==> src/hdl/source_tokenizer_assert.svh <==
// Assertion macros used by the tokenizer's top-level module.
`ifndef SOURCE_TOKENIZER_ASSERT_SVH
`define SOURCE_TOKENIZER_ASSERT_SVH

// Same-cycle implication under clock and active-low reset.
`define STOK_ASSERT_NOW(label, clk, rst_n, ante, cons) \
  label: assert property (@(posedge clk) disable iff (!rst_n) (ante) |-> (cons)) \
    else $error("assertion failed");

// Next-cycle implication under clock and active-low reset.
`define STOK_ASSERT_NEXT(label, clk, rst_n, ante, cons) \
  label: assert property (@(posedge clk) disable iff (!rst_n) (ante) |=> (cons)) \
    else $error("assertion failed");

`endif

==> src/hdl/stok_pkg.sv <==
package stok_pkg;

  localparam int unsigned MaxTokenLen = 127;
  localparam int unsigned OffsetBits  = 16;
  localparam int unsigned NumKw       = 14;

  localparam logic [5:0] K_COMMENT = 6'd16;
  localparam logic [5:0] K_UNKNOWN = 6'd23;
  localparam logic [5:0] K_EOF     = 6'd24;
  localparam logic [5:0] K_ID      = 6'd25;
  localparam logic [5:0] K_INT     = 6'd26;
  localparam logic [5:0] K_FLOAT   = 6'd27;
  localparam logic [5:0] K_STRING  = 6'd28;

  typedef enum logic [2:0] {
    M_IDLE, M_ID, M_INT, M_FRAC, M_STR, M_CMT, M_OP
  } mode_e;

  typedef struct packed {
    logic [5:0]  kind;
    logic [15:0] start_res;
    logic [6:0]  length;
    logic [15:0] row;
    logic [15:0] col;
    logic        string_error;
    logic        overlong;
    logic        run_end;
  } res_t;

  // Up to three words caused by one byte.
  typedef struct packed {
    logic [1:0]       cnt;
    res_t [2:0]       res;
  } batch_t;

  function automatic logic is_space(logic [7:0] c);
    return (c == 8'h20) || (c >= 8'd9 && c <= 8'd13);
  endfunction

  function automatic logic is_digit(logic [7:0] c);
    return c >= "0" && c <= "9";
  endfunction

  function automatic logic is_idstart(logic [7:0] c);
    return (c >= "a" && c <= "z") || (c >= "A" && c <= "Z") || c == "_";
  endfunction

  function automatic logic is_idchar(logic [7:0] c);
    return is_idstart(c) || is_digit(c);
  endfunction

  function automatic logic is_prefix(logic [7:0] c);
    return c == "<" || c == ">" || c == "=" || c == "!" || c == "+" || c == "-" || c == "/";
  endfunction

  function automatic logic [5:0] single_kind(logic [7:0] c);
    logic [5:0] k;
    case (c)
      "<": k = 6'd0;
      ">": k = 6'd2;
      "(": k = 6'd6;
      ")": k = 6'd7;
      "{": k = 6'd8;
      "}": k = 6'd9;
      "[": k = 6'd10;
      "]": k = 6'd11;
      "=": k = 6'd12;
      ":": k = 6'd13;
      ";": k = 6'd14;
      ",": k = 6'd15;
      "+": k = 6'd17;
      "-": k = 6'd18;
      "*": k = 6'd19;
      "/": k = 6'd20;
      default: k = K_UNKNOWN;
    endcase
    return k;
  endfunction

  // Bit 6 flags a two-character operator.
  function automatic logic [6:0] pair_kind(logic [7:0] h, logic [7:0] c);
    logic [6:0] r;
    r = 7'd0;
    if (h == "<" && c == "=") r = {1'b1, 6'd1};
    if (h == ">" && c == "=") r = {1'b1, 6'd3};
    if (h == "=" && c == "=") r = {1'b1, 6'd4};
    if (h == "!" && c == "=") r = {1'b1, 6'd5};
    if (h == "+" && c == "+") r = {1'b1, 6'd21};
    if (h == "-" && c == "-") r = {1'b1, 6'd22};
    return r;
  endfunction

  // Keyword text, left-aligned in seven bytes.
  function automatic logic [55:0] kw_text(logic [3:0] k);
    logic [55:0] t;
    case (k)
      4'd0:  t = {"true", 24'h0};
      4'd1:  t = {"false", 16'h0};
      4'd2:  t = {"if", 40'h0};
      4'd3:  t = {"else", 24'h0};
      4'd4:  t = {"for", 32'h0};
      4'd5:  t = {"while", 16'h0};
      4'd6:  t = {"match", 16'h0};
      4'd7:  t = {"option", 8'h0};
      4'd8:  t = "default";
      4'd9:  t = {"break", 16'h0};
      4'd10: t = {"func", 24'h0};
      4'd11: t = {"return", 8'h0};
      4'd12: t = {"int", 32'h0};
      4'd13: t = {"float", 16'h0};
      default: t = 56'h0;
    endcase
    return t;
  endfunction

  function automatic logic [2:0] kw_len(logic [3:0] k);
    logic [2:0] l;
    case (k)
      4'd2:                      l = 3'd2;
      4'd4, 4'd12:               l = 3'd3;
      4'd0, 4'd3, 4'd10:         l = 3'd4;
      4'd7, 4'd11:               l = 3'd6;
      4'd8:                      l = 3'd7;
      default:                   l = 3'd5;
    endcase
    return l;
  endfunction

  function automatic logic [5:0] kw_kind(logic [3:0] k);
    logic [5:0] r;
    case (k)
      4'd12, 4'd13: r = 6'd39;
      default:      r = 6'd29 + {2'b00, k};
    endcase
    return r;
  endfunction

endpackage

==> src/hdl/stok_if.sv <==
interface stok_in_if;
  logic       valid;
  logic       ready;
  logic [7:0] ch;
  logic       last;
  modport source (output valid, ch, last, input ready);
  modport sink (input valid, ch, last, output ready);
endinterface

interface stok_out_if;
  logic        valid;
  logic        ready;
  logic [5:0]  kind;
  logic [15:0] start_res;
  logic [6:0]  length;
  logic [15:0] row;
  logic [15:0] col;
  logic        string_error;
  logic        overlong;
  logic        run_end;
  modport source (output valid, kind, start_res, length, row, col, string_error, overlong,
                  run_end, input ready);
  modport sink (input valid, kind, start_res, length, row, col, string_error, overlong,
                run_end, output ready);
endinterface

==> src/hdl/source_tokenizer.sv <==
// Byte-serial tokenizer: takes one source byte per word on in_i and gives the
// tokens it completes on out_o, one token per word, each with kind, start
// offset, length, row and column; run_end marks the last token caused by a
// byte, and a byte marked last flushes the open token and adds an EOF token,
// after which the next byte starts a new source at offset 0. A byte is
// registered on entry, then combinational mode logic turns it into up to three
// tokens held in a small output buffer; a new byte is taken every cycle as
// long as each byte yields at most one token and the sink keeps up, while a
// byte that yields two or three tokens holds the input as the buffer drains,
// until it is down to its last token and the sink takes that token.
module source_tokenizer #(
  parameter int unsigned MAX_TOKEN_LEN = stok_pkg::MaxTokenLen,
  parameter int unsigned OFFSET_BITS   = stok_pkg::OffsetBits
) (
  input  logic        clk_i,
  input  logic        rst_ni,
  stok_in_if.sink     in_i,
  stok_out_if.source  out_o
);
  import stok_pkg::*;

  // Input register: hold one byte until the buffer can take its tokens.
  logic       in_vld_q;
  logic [7:0] ch_q;
  logic       last_q;
  logic       free;
  logic       proc;
  batch_t     batch;

  assign proc       = in_vld_q && free;
  assign in_i.ready = !in_vld_q || proc;

  always_ff @(posedge clk_i or negedge rst_ni) begin
    if (!rst_ni) begin
      in_vld_q <= 1'b0;
    end else if (in_i.ready) begin
      in_vld_q <= in_i.valid;
    end
  end

  always_ff @(posedge clk_i) begin
    if (in_i.valid && in_i.ready) begin
      ch_q   <= in_i.ch;
      last_q <= in_i.last;
    end
  end

  // Mode logic: advance scan state and build this byte's tokens.
  stok_lexer #(
    .MAX_TOKEN_LEN(MAX_TOKEN_LEN),
    .OFFSET_BITS  (OFFSET_BITS)
  ) u_lexer (
    .clk_i  (clk_i),
    .rst_ni (rst_ni),
    .step_i (proc),
    .ch_i   (ch_q),
    .last_i (last_q),
    .batch_o(batch)
  );

  // Output buffer: drain the tokens one word at a time.
  stok_resbuf u_resbuf (
    .clk_i  (clk_i),
    .rst_ni (rst_ni),
    .load_i (proc),
    .batch_i(batch),
    .free_o (free),
    .out_o  (out_o)
  );

`include "source_tokenizer_assert.svh"

  // A waiting byte is never dropped.
  `STOK_ASSERT_NEXT(a_hold_byte, clk_i, rst_ni, in_vld_q && !proc, in_vld_q)
  // The final byte always yields at least the EOF token.
  `STOK_ASSERT_NOW(a_eof_emitted, clk_i, rst_ni, proc && last_q, batch.cnt != 2'd0)
  // A byte without tokens leaves nothing on the output.
  `STOK_ASSERT_NEXT(a_empty_batch, clk_i, rst_ni, proc && batch.cnt == 2'd0, !out_o.valid)

endmodule

==> src/hdl/stok_lexer.sv <==
module stok_lexer #(
  parameter int unsigned MAX_TOKEN_LEN = stok_pkg::MaxTokenLen,
  parameter int unsigned OFFSET_BITS   = stok_pkg::OffsetBits
) (
  input  logic            clk_i,
  input  logic            rst_ni,
  input  logic            step_i,
  input  logic [7:0]      ch_i,
  input  logic            last_i,
  output stok_pkg::batch_t batch_o
);
  import stok_pkg::*;

  localparam int unsigned LW = $clog2(MAX_TOKEN_LEN + 1);
  localparam int unsigned OB = OFFSET_BITS;

  mode_e             mode_q, mode_d;
  logic [7:0]        held_q, held_d;
  logic [OB-1:0]     tstart_q, tstart_d, off_q, off_d, row_q, row_d, col_q, col_d;
  logic [OB-1:0]     srow_q, srow_d, scol_q, scol_d;
  logic [LW-1:0]     tlen_q, tlen_d;
  logic [NumKw-1:0]  kwc_q, kwc_d;
  logic              ovf_q, ovf_d;

  function automatic res_t mk_res(logic [5:0] kind, logic [OB-1:0] st, logic [LW-1:0] len,
                                  logic [OB-1:0] r, logic [OB-1:0] cl, logic se, logic ov);
    res_t o;
    logic [31:0] l32;
    l32            = 32'(len);
    o.kind         = kind;
    o.start_res    = 16'(st);
    o.length       = (l32 > 32'd127) ? 7'd127 : l32[6:0];
    o.row          = 16'(r);
    o.col          = 16'(cl);
    o.string_error = se;
    o.overlong     = ov;
    o.run_end      = 1'b0;
    return o;
  endfunction

  // Drop candidates whose next character differs or which are already complete.
  function automatic logic [NumKw-1:0] filt(logic [NumKw-1:0] kc, logic [LW-1:0] i,
                                            logic [7:0] c);
    logic [NumKw-1:0] r;
    logic [55:0]      t;
    logic [2:0]       i3;
    r  = kc;
    i3 = 3'(i);
    for (int k = 0; k < NumKw; k++) begin
      t = kw_text(4'(k));
      if (32'(i) >= 32'(kw_len(4'(k)))) r[k] = 1'b0;
      else if (t[55 - 8*i3 -: 8] != c) r[k] = 1'b0;
    end
    return r;
  endfunction

  function automatic logic [5:0] fin_kind(mode_e md, logic [NumKw-1:0] kc, logic [LW-1:0] tl,
                                          logic ov, logic [7:0] h);
    logic [5:0] k;
    case (md)
      M_ID: begin
        k = K_ID;
        if (!ov)
          for (int j = 0; j < NumKw; j++)
            if (kc[j] && 32'(kw_len(4'(j))) == 32'(tl)) k = kw_kind(4'(j));
      end
      M_INT:  k = K_INT;
      M_FRAC: k = K_FLOAT;
      M_STR:  k = K_STRING;
      M_CMT:  k = K_COMMENT;
      default: k = single_kind(h);
    endcase
    return k;
  endfunction

  always_comb begin
    logic       used;
    logic [1:0] n;
    logic [6:0] pk;
    res_t [2:0] res;
    mode_d = mode_q; held_d = held_q; tstart_d = tstart_q; tlen_d = tlen_q;
    off_d = off_q; row_d = row_q; col_d = col_q; srow_d = srow_q; scol_d = scol_q;
    kwc_d = kwc_q; ovf_d = ovf_q;
    used = 1'b0;
    n = 2'd0;
    res = '0;
    pk = pair_kind(held_q, ch_i);

    case (mode_q)
      M_ID: begin
        if (is_idchar(ch_i)) begin
          kwc_d = filt(kwc_d, tlen_d, ch_i);
          if (32'(tlen_d) < MAX_TOKEN_LEN) tlen_d = tlen_d + LW'(1);
          else ovf_d = 1'b1;
          used = 1'b1;
        end
      end
      M_INT: begin
        if (is_digit(ch_i) || ch_i == ".") begin
          if (32'(tlen_d) < MAX_TOKEN_LEN) tlen_d = tlen_d + LW'(1);
          else ovf_d = 1'b1;
          if (ch_i == ".") mode_d = M_FRAC;
          used = 1'b1;
        end
      end
      M_FRAC: begin
        if (is_digit(ch_i)) begin
          if (32'(tlen_d) < MAX_TOKEN_LEN) tlen_d = tlen_d + LW'(1);
          else ovf_d = 1'b1;
          used = 1'b1;
        end
      end
      M_STR, M_CMT: begin
        if (ch_i != 8'h0A) begin
          if (32'(tlen_d) < MAX_TOKEN_LEN) tlen_d = tlen_d + LW'(1);
          else ovf_d = 1'b1;
          used = 1'b1;
        end
      end
      M_OP: begin
        if (pk[6]) begin
          res[n] = mk_res(pk[5:0], tstart_d, LW'(2), srow_d, scol_d, 1'b0, 1'b0);
          n = n + 2'd1;
          mode_d = M_IDLE;
          used = 1'b1;
        end else if (held_q == "/" && ch_i == "/") begin
          mode_d = M_CMT;
          tlen_d = LW'(2);
          used = 1'b1;
        end
      end
      default: mode_d = M_IDLE;
    endcase

    // Close the open token when the byte does not extend it; a closing
    // quote is taken into the string first.
    if (mode_q != M_IDLE && mode_q != M_OP && !used) begin
      res[n] = mk_res(fin_kind(mode_q, kwc_d, tlen_d, ovf_d, held_d), tstart_d, tlen_d,
                      srow_d, scol_d, mode_q == M_STR, ovf_d);
      n = n + 2'd1;
      mode_d = M_IDLE;
    end else if (mode_q == M_STR && ch_i == "\"") begin
      res[n] = mk_res(K_STRING, tstart_d, tlen_d, srow_d, scol_d, 1'b0, ovf_d);
      n = n + 2'd1;
      mode_d = M_IDLE;
    end else if (mode_q == M_OP && !used) begin
      res[n] = mk_res(single_kind(held_d), tstart_d, tlen_d, srow_d, scol_d, 1'b0, ovf_d);
      n = n + 2'd1;
      mode_d = M_IDLE;
    end

    if (!used && mode_d == M_IDLE && !is_space(ch_i)) begin
      if (is_digit(ch_i) || is_idstart(ch_i) || ch_i == "\"" || is_prefix(ch_i)) begin
        tstart_d = off_q; srow_d = row_q; scol_d = col_q;
        tlen_d = LW'(1); ovf_d = 1'b0;
        if (is_digit(ch_i)) mode_d = M_INT;
        else if (is_idstart(ch_i)) begin
          mode_d = M_ID;
          kwc_d = filt('1, '0, ch_i);
        end else if (ch_i == "\"") mode_d = M_STR;
        else begin
          mode_d = M_OP;
          held_d = ch_i;
        end
      end else begin
        res[n] = mk_res(single_kind(ch_i), off_q, LW'(1), row_q, col_q, 1'b0, 1'b0);
        n = n + 2'd1;
      end
    end

    off_d = off_q + OB'(1);
    if (ch_i == 8'h0A) begin
      row_d = row_q + OB'(1);
      col_d = '0;
    end else begin
      col_d = col_q + OB'(1);
    end

    if (last_i) begin
      if (mode_d != M_IDLE) begin
        res[n] = mk_res(fin_kind(mode_d, kwc_d, tlen_d, ovf_d, held_d), tstart_d, tlen_d,
                        srow_d, scol_d, mode_d == M_STR, ovf_d);
        n = n + 2'd1;
      end
      res[n] = mk_res(K_EOF, off_d, '0, row_d, col_d, 1'b0, 1'b0);
      n = n + 2'd1;
      mode_d = M_IDLE; held_d = '0; tstart_d = '0; tlen_d = '0;
      off_d = '0; row_d = '0; col_d = '0; srow_d = '0; scol_d = '0;
      kwc_d = '1; ovf_d = 1'b0;
    end

    if (n != 2'd0) res[n - 2'd1].run_end = 1'b1;
    batch_o.cnt = n;
    batch_o.res = res;
  end

  always_ff @(posedge clk_i or negedge rst_ni) begin
    if (!rst_ni) begin
      mode_q <= M_IDLE; held_q <= '0; tstart_q <= '0; tlen_q <= '0;
      off_q <= '0; row_q <= '0; col_q <= '0; srow_q <= '0; scol_q <= '0;
      kwc_q <= '1; ovf_q <= 1'b0;
    end else if (step_i) begin
      mode_q <= mode_d; held_q <= held_d; tstart_q <= tstart_d; tlen_q <= tlen_d;
      off_q <= off_d; row_q <= row_d; col_q <= col_d; srow_q <= srow_d; scol_q <= scol_d;
      kwc_q <= kwc_d; ovf_q <= ovf_d;
    end
  end

endmodule

==> src/hdl/stok_resbuf.sv <==
module stok_resbuf (
  input  logic             clk_i,
  input  logic             rst_ni,
  input  logic             load_i,
  input  stok_pkg::batch_t batch_i,
  output logic             free_o,
  stok_out_if.source       out_o
);
  import stok_pkg::*;

  res_t [2:0] buf_q;
  logic [1:0] cnt_q, idx_q;
  res_t       cur;
  logic       take;

  assign take   = out_o.valid && out_o.ready;
  assign free_o = (cnt_q == 2'd0) || (cnt_q == 2'd1 && out_o.ready);
  assign cur    = buf_q[idx_q];

  assign out_o.valid        = cnt_q != 2'd0;
  assign out_o.kind         = cur.kind;
  assign out_o.start_res    = cur.start_res;
  assign out_o.length       = cur.length;
  assign out_o.row          = cur.row;
  assign out_o.col          = cur.col;
  assign out_o.string_error = cur.string_error;
  assign out_o.overlong     = cur.overlong;
  assign out_o.run_end      = cur.run_end;

  always_ff @(posedge clk_i or negedge rst_ni) begin
    if (!rst_ni) begin
      cnt_q <= '0;
      idx_q <= '0;
    end else if (load_i) begin
      cnt_q <= batch_i.cnt;
      idx_q <= '0;
    end else if (take) begin
      cnt_q <= cnt_q - 2'd1;
      idx_q <= idx_q + 2'd1;
    end
  end

  always_ff @(posedge clk_i) begin
    if (load_i) buf_q <= batch_i.res;
  end

endmodule
==> src/flat_wrapper.sv <==
// flat-port wrapper written by rule: the top's interface ports become plain ports
module source_tokenizer_flat import stok_pkg::*;
#(
  parameter int unsigned MAX_TOKEN_LEN = stok_pkg::MaxTokenLen,
  parameter int unsigned OFFSET_BITS   = stok_pkg::OffsetBits
)
  (clk_i, rst_ni, in_i_valid, in_i_ch, in_i_last, in_i_ready, out_o_valid, out_o_kind, out_o_start_res, out_o_length, out_o_row, out_o_col, out_o_string_error, out_o_overlong, out_o_run_end, out_o_ready);
  stok_in_if in_i_i ();
  stok_out_if out_o_i ();
  input  logic clk_i;
  input  logic rst_ni;
  input wire logic [$bits(in_i_i.valid)-1:0] in_i_valid;
  input wire logic [$bits(in_i_i.ch)-1:0] in_i_ch;
  input wire logic [$bits(in_i_i.last)-1:0] in_i_last;
  output wire logic [$bits(in_i_i.ready)-1:0] in_i_ready;
  output wire logic [$bits(out_o_i.valid)-1:0] out_o_valid;
  output wire logic [$bits(out_o_i.kind)-1:0] out_o_kind;
  output wire logic [$bits(out_o_i.start_res)-1:0] out_o_start_res;
  output wire logic [$bits(out_o_i.length)-1:0] out_o_length;
  output wire logic [$bits(out_o_i.row)-1:0] out_o_row;
  output wire logic [$bits(out_o_i.col)-1:0] out_o_col;
  output wire logic [$bits(out_o_i.string_error)-1:0] out_o_string_error;
  output wire logic [$bits(out_o_i.overlong)-1:0] out_o_overlong;
  output wire logic [$bits(out_o_i.run_end)-1:0] out_o_run_end;
  input wire logic [$bits(out_o_i.ready)-1:0] out_o_ready;
  assign in_i_i.valid = in_i_valid;
  assign in_i_i.ch = in_i_ch;
  assign in_i_i.last = in_i_last;
  assign in_i_ready = in_i_i.ready;
  assign out_o_valid = out_o_i.valid;
  assign out_o_kind = out_o_i.kind;
  assign out_o_start_res = out_o_i.start_res;
  assign out_o_length = out_o_i.length;
  assign out_o_row = out_o_i.row;
  assign out_o_col = out_o_i.col;
  assign out_o_string_error = out_o_i.string_error;
  assign out_o_overlong = out_o_i.overlong;
  assign out_o_run_end = out_o_i.run_end;
  assign out_o_i.ready = out_o_ready;
  source_tokenizer #(.MAX_TOKEN_LEN(MAX_TOKEN_LEN), .OFFSET_BITS(OFFSET_BITS)) u_core (.clk_i(clk_i), .rst_ni(rst_ni), .in_i(in_i_i), .out_o(out_o_i));
endmodule
==> config.mk <==
export PLATFORM = sky130hd
export DESIGN_NAME = source_tokenizer_flat
export DESIGN_NICKNAME = d
export VERILOG_FILES = /design/src/hdl/stok_pkg.sv /design/src/hdl/stok_if.sv /design/src/hdl/source_tokenizer.sv /design/src/hdl/stok_lexer.sv /design/src/hdl/stok_resbuf.sv /design/src/flat_wrapper.sv
export VERILOG_INCLUDE_DIRS = /design/src /design/src/hdl
export SDC_FILE = /design/constraint.sdc
export NUM_CORES = 1
export LEC_CHECK = 0
export BUFFER_PORTS_ARGS = -buffer_cell sky130_fd_sc_hd__buf_2
export CAP_MARGIN = 20
export CORE_ASPECT_RATIO = 0.8
export CORE_MARGIN = 2
export CORE_UTILIZATION = 45
export DETAILED_ROUTE_END_ITERATION = 10
export GPL_TIMING_DRIVEN = 0
export PLACE_DENSITY = 0.58
export SLEW_MARGIN = 20
export SYNTH_ARGS = -nofsm -noshare
export SYNTH_HDL_FRONTEND = slang
export SYNTH_SLANG_ARGS = --single-unit
==> constraint.sdc <==
create_clock -name clk_i -period 15.45 [get_ports clk_i]
set_input_delay 2.3175 -clock clk_i [delete_from_list [all_inputs] [get_ports clk_i]]
set_output_delay 2.3175 -clock clk_i [all_outputs]
set_load 0.02 [all_outputs]
==> results of run 1 <==
## cells in the final DEF, fill, tap and decap left out, types with 11 or more instances in the layout
cell | Yosys | layout
a211oi_1 | 15 | 15
a21boi_0 | 36 | 36
a21o_1 | 11 | 11
a21oi_1 | 199 | 199
a221oi_1 | 62 | 62
a22o_1 | 33 | 33
a22oi_1 | 42 | 42
a31oi_1 | 18 | 18
and2_1 | 22 | 22
and3_1 | 31 | 31
and4_1 | 11 | 11
buf_1 | 14 | 14
buf_2 | 29 | 106
clkbuf_1 | 219 | 224
clkbuf_16 | 0 | 40
clkinv_1 | 5 | 12
dfrtp_1 | 120 | 120
dfstp_2 | 14 | 14
edfxtp_1 | 201 | 201
ha_1 | 18 | 18
inv_1 | 31 | 31
mux2i_1 | 89 | 89
nand2_1 | 388 | 388
nand2b_1 | 16 | 16
nand3_1 | 55 | 55
nand4_1 | 17 | 17
nor2_1 | 222 | 222
nor2b_1 | 18 | 18
nor3_1 | 77 | 76
nor4_1 | 20 | 19
o211ai_1 | 21 | 21
o21ai_0 | 339 | 338
o22ai_1 | 27 | 27
o31ai_1 | 29 | 29
or2_2 | 11 | 11
or3_1 | 16 | 16
xnor2_1 | 38 | 38
xor2_1 | 26 | 26
## worst min path at each step
stage | from | endpoint
after floorplan | u_core.u_lexer.tstart_q[10] | u_core.u_lexer.tstart_q[10]
after global placement | u_core.u_lexer.tstart_q[9] | u_core.u_lexer.tstart_q[9]
after detailed placement | u_core.u_lexer.tstart_q[10] | u_core.u_lexer.tstart_q[10]
after CTS | u_core.u_lexer.tstart_q[10] | u_core.u_lexer.tstart_q[10]
after global routing | u_core.u_lexer.kwc_q[11] | u_core.u_lexer.kwc_q[11]
final | u_core.u_lexer.kwc_q[11] | u_core.u_lexer.kwc_q[11]
## per-layer routing
layer | vias to the layer above | GRT usage
met5 | - | 0.00556
met4 | 2 | 0.102
met3 | 214 | 0.105
met2 | 1795 | 0.498
met1 | 11867 | 0.581
li1 | 10417 | -
## final cells by class
cell class / instances / share of cell area
clock inverter: 20 / 0.00575
clock buffer: 51 / 0.0421
tap: 684 / 0.0333
sequential: 335 / 0.366
timing repair buffer: 83 / 0.0202
buffer: 268 / 0.0422
multi-input combinational: 2102 / 0.485
inverter: 37 / 0.00541
## registers in the layout, indices dropped and copies added (netlist names), 2 cells and up
register                 cells
u_core.ch_q                  8
u_core.u_lexer.col_q        16
u_core.u_lexer.held_q        8
u_core.u_lexer.kwc_q        14
u_core.u_lexer.mode_q        3
u_core.u_lexer.off_q        16
u_core.u_lexer.row_q        16
u_core.u_lexer.scol_q       16
u_core.u_lexer.srow_q       16
u_core.u_lexer.tlen_q        7
u_core.u_lexer.tstart_q     16
u_core.u_resbuf.buf_q      192
u_core.u_resbuf.cnt_q        2
u_core.u_resbuf.idx_q        2
## metrics by stage
stage / worst slack (ns) / util
2_1_floorplan: 6.57 / -
3_3_place_gp: 3.32 / 0.478
3_5_place_dp: 7.85 / 0.481
4_1_cts: 7.84 / 0.505
5_1_grt: 7.28 / 0.505
6_report: 7.56 / 0.505
## critical path, delay by kind of cell, from the launching register on
kind            cells  cell delay (ns)
buf+inv             8             2.69
simple gates        6             2.25
fa+ha+maj           4             1.05
compound gates      2             0.59
mux                 2             0.52
flops               1             0.43
## logic make-up (layout without fill, tap and decap cells)
group / after synthesis / after routing / synth area share
AOI/OAI and AO/OA: 968 / 968 / 0.270
and+or+nand+nor: 961 / 961 / 0.196
DFF: 335 / 335 / 0.408
buffers and inverters: 305 / 459 / 0.0529
muxes: 91 / 91 / 0.0396
xor gates and xnor gates: 64 / 64 / 0.0243
adders and majority gates: 18 / 18 / 0.00977
==> results.cfg, run 1 <==
[routing]
wl_met3_um = 14400
drc = 0
drt_iter0_drc = 3344
vias = 24295
ant_nets = 0
dr.pass1.iters = 6
top_layer = met5
viasPerCell = 6.79
wl_per_cell_um = 28.4
wl_met2_um = 39100
wirelength_um = 102000
met1_length_um = 45600

[sta]
setup_viol = 0
finalHoldViolations = 0
fin_crit_sh = 0.511
slew_violations = 0
rsz0062_at_grt = no
setup_tns_ns = 0
max_freq_mhz = 127
clock_skew_ns = 0.0255
slew_headroom = 0.229
worst_slew_pin_slew_ns = 1.16
whs_ns = 0.514
period_needed_ns = 7.89

[placed_design]
io_buffer_count = 78
dpl.cell_count = 3509
gp_congestion = 0.997
dpl_cell_area_um2 = 24400
hpwl_um = 74500

[floorplanning]
io_pins = 79
die_h_um = 206
row_count = 74
die_w_um = 257
initial_utilization = 0.454
design.die.area_um2 = 53100
fp.coreArea_um2 = 50800

[layout]
final_cell_area_um2 = 25700
fillers = 4859
stdcell_count = 3580
areaGrowthSynthToFinish_pct = 11.4
multi_input_comb_area_um2 = 12500
n_antenna_cell = 0
drive_gt1_frac = 0.0843
seq_area_um2 = 9410
nets = 2897

[run_status]
status = completed

[worst_hold_path]
hold_path_depth = 2
hp-class = reg2reg

[global_routing]
antenna_found_initial = 3
grt_usage = 0.375
grt-ovfl-total = 0
grt_max_degree = 76
grt_pass1_vias = 22026
grt_pass1_wl_um = 148000

[worst_setup_path]
r2r_slack_ns = 7.56
crit_path_max_fanout = 10
critPathRequiredTime_ns = 15.70
cpMaxStageDelayCell = nor4b_1
rr_worst_depth = 22
reg2reg_to = u_core.u_resbuf.buf_q[187]
worstPathCellList = buf_2 -> nor4b_1 -> nand2_1 -> nor2_1 -> o21ai_1 -> inv_1 -> buf_2 -> ha_1 -> nor2_1 -> inv_1 -> ha_1 -> mux2i_1 -> inv_1 -> ha_1 -> mux2i_1 -> ha_1 -> clkbuf_1 -> clkbuf_1 -> nor2_1 -> nand2_1 -> clkbuf_1 -> o22ai_1
crit_path_start = u_core.ch_q[4]
worstPathArrival_ns = 8.14
crit_path_frequent_cell = ha_1
worstSetupEndpoint = u_core.u_resbuf.buf_q[187]
criticalPathCategory = reg2reg
end_kind = register
r2r-start = u_core.ch_q[4]
startpoint_type = register
critPathMaxStageDelay_ns = 0.96

[clock_tree]
postCtsSetupBuffers = 0
clock-sinks = 335
hold_buffers = 0
clkTransAtPathRegs_ns = 0.07
cts_htree_levels = 2
clock_latency_ns = 0.59
cts_tree = done
cts_buffers = 39
cts_resized = 0
clock_path_buffers = 3
root_buffer = clkbuf_16

[logic_synthesis]
synthTopCellsByArea = edfxtp_1 (26%), dfrtp_1 (13%), o21ai_0 (7.4%), nand2_1 (6.3%), a21oi_1 (4.3%)
synth.avg_cell_area_um2 = 8.41
synth.ff_latch_count = 335
synth_cells = 2742
ys_seq_area_frac = 0.408
synth_enable_flop_cells = 201
yosysTopAreaCell = edfxtp_1
synth_cell_types = 108
yosys_warnings = 0
yosysMostFrequentCell = nand2_1
ys_dominant_reg_cell = edfxtp_1
syn_area_um2 = 23100
syn_nets = 2773
yosysTopAreaCellShare = 0.262
synth-async-reset-ratio = 0.400
netlist_top_cells_count = nand2_1 (388), o21ai_0 (339), nor2_1 (222), clkbuf_1 (219), edfxtp_1 (201)

[job]
drv_cap = 0
Power of run 1 is left out: the tool's default activity adds up to more than one toggle a clock period on the data nets, which glitch-free logic cannot reach.
==> run 2, diff against run 1 <==
==> constraint.sdc (replaced) <==
create_clock -name clk_i -period 8.15 [get_ports clk_i]
set_input_delay 1.2225 -clock clk_i [delete_from_list [all_inputs] [get_ports clk_i]]
set_output_delay 1.2225 -clock clk_i [all_outputs]
set_load 0.02 [all_outputs]
==> run 2 against run 1 <==
  * Via count hardly changed
  * Clock skew is 0.00075 ns higher
  * Sequential cell count stayed put
  * Worst setup slack worse by 6.9 ns
  * Cell count hardly changed
  * Maximum frequency is 4.9% higher
  * Global-route usage stayed put
  * Sequential share of layout area hardly changed
  * Die area stayed put
  * Utilization hardly changed
  * Critical path type unchanged
  * Largest cell class unchanged
==> results.cfg, run 2 (same netlist as run 1, synthesis figures left out) <==
[clock_tree]
clock-sinks = 335
cts_buffers = 39
clkTransAtPathRegs_ns = 0.06
cts_htree_levels = 2
root_buffer = clkbuf_16
clock_latency_ns = 0.58
cts_tree = done
clock_path_buffers = 3
postCtsSetupBuffers = 0

[sta]
worst_slew_pin_slew_ns = 1.16
clock_skew_ns = 0.0262
period_needed_ns = 7.53
setup_viol = 0
rsz0062_at_grt = no
finalHoldViolations = 0
setup_tns_ns = 0
slew_headroom = 0.228
slew_violations = 0
fin_crit_sh = 0.923
max_freq_mhz = 133

[layout]
fillers = 4855
final_cell_area_um2 = 25700
layout_commonest_cell = nand2_1
drive_gt1_frac = 0.0846
largest-register = u_core.u_resbuf.buf_q
largest_register_ffs = 192
layout_common_cells = nand2_1 (388), o21ai_0 (338), clkbuf_1 (224)
areaGrowthSynthToFinish_pct = 11.4
nets = 2897

[placed_design]
io_buffer_count = 78
gp_congestion = 0.997
dpl_cell_area_um2 = 24400
hpwl_um = 74500

[worst_setup_path]
end_kind = register
rr_worst_depth = 21
crit_path_start = u_core.u_lexer.held_q[5]
critPathRequiredTime_ns = 8.41
worstPathArrival_ns = 7.78
crit_path_max_fanout = 10
r2r-start = u_core.u_lexer.held_q[5]
worstSetupEndpoint = u_core.u_resbuf.buf_q[187]
reg2reg_to = u_core.u_resbuf.buf_q[187]
r2r_slack_ns = 0.62
startpoint_type = register
criticalPathCategory = reg2reg

[routing]
drt_iter0_drc = 3419
dr.pass1.iters = 6
ant_nets = 0
viasPerCell = 6.79
wirelength_um = 102000
vias = 24315
drc = 0
wl_per_cell_um = 28.4

[worst_hold_path]
hp-class = reg2reg

[global_routing]
grt_pass1_vias = 22026
grt_pass1_wl_um = 148000
grt_usage = 0.375
grt_max_degree = 76
antenna_found_initial = 3
grt-ovfl-total = 0

[floorplanning]
io_pins = 79
initial_utilization = 0.454
die_h_um = 206
row_count = 74
die_w_um = 257
design.die.area_um2 = 53100
fp.coreArea_um2 = 50800

[job]
drv_cap = 0

[run_status]
status = completed
==> run 2: cell count changes in the layout (fill, tap and decap cells not counted) <==
cell,delta
nor4b_1,-1
diode_2,+2
nor4b_2,+1
==> run 2: layout make-up <==
class | count | area (µm²) | share of cell area
flip-flops and latches | 335 | 9410 | 0.366
clock inverters | 20 | 148 | 0.00575
clock buffers | 51 | 1080 | 0.0421
well taps | 684 | 856 | 0.0333
plain buffers | 268 | 1080 | 0.0422
diodes | 2 | 5.00 | 0.000195
repair buffers | 83 | 518 | 0.0202
inverters | 37 | 139 | 0.00540
multi-input cells | 2102 | 12500 | 0.485
==> run 2: repair_timing <==
item | CTS | global route
setup endpoints to repair | 0 | 1
hold buffers | 0 | 0
gates resized for setup | 0 | 1
==> run 2: critical path, cell delays in order, from the launching register on <==
cell      delay [ns]
dfrtp_1         0.50
nor3b_1         0.82
nand3_1         0.21
a21oi_1         0.29
o21ai_1         0.30
inv_1           0.21
buf_2           0.26
ha_1            0.27
nor2_1          0.31
inv_1           0.08
ha_1            0.29
mux2i_1         0.35
inv_1           0.15
ha_1            0.29
mux2i_1         0.18
ha_1            0.20
clkbuf_1        0.36
clkbuf_1        0.70
nor2_1          0.23
nand2_1         0.31
clkbuf_1        0.66
o22ai_1         0.24
==> run 2: worst min path at each step <==
| stage | cells past startpoint | to | start | slack, ns |
|---|---|---|---|---|
| after floorplan | 2 | u_core.u_lexer.tstart_q[10] | u_core.u_lexer.tstart_q[10] | 0.47 |
| after global placement | 2 | u_core.u_lexer.tstart_q[9] | u_core.u_lexer.tstart_q[9] | 0.49 |
| final | 2 | u_core.u_lexer.tstart_q[10] | u_core.u_lexer.tstart_q[10] | 0.51 |
| after global routing | 2 | u_core.u_lexer.kwc_q[11] | u_core.u_lexer.kwc_q[11] | 0.55 |
| after CTS | 2 | u_core.u_lexer.tstart_q[10] | u_core.u_lexer.tstart_q[10] | 0.51 |
| after detailed placement | 2 | u_core.u_lexer.tstart_q[10] | u_core.u_lexer.tstart_q[10] | 0.50 |
==> run 2: metrics by stage <==
| stage | instances | hold WS, ns | util | setup slack [ns] |
|---|---|---|---|---|
| after floorplan | 2742 | 0.471 | - | 0.369 |
| after global placement | 3504 | 0.491 | 0.478 | -2.88 |
| after detailed placement | 3509 | 0.500 | 0.481 | 0.554 |
| after CTS | 3580 | 0.513 | 0.505 | 0.544 |
| after global routing | 3580 | 0.550 | 0.505 | 0.368 |
| final | 3582 | 0.515 | 0.506 | 0.624 |
==> run 2: routing by layer <==
layer | track usage | up-vias | routed length [µm]
met5 | 0.00556 | - | 40
li1 | - | 10413 | -
met1 | 0.581 | 11859 | 45500
met3 | 0.105 | 227 | 14500
met2 | 0.498 | 1814 | 39000
met4 | 0.102 | 2 | 2680
Power of run 2 is left out for the same reason.
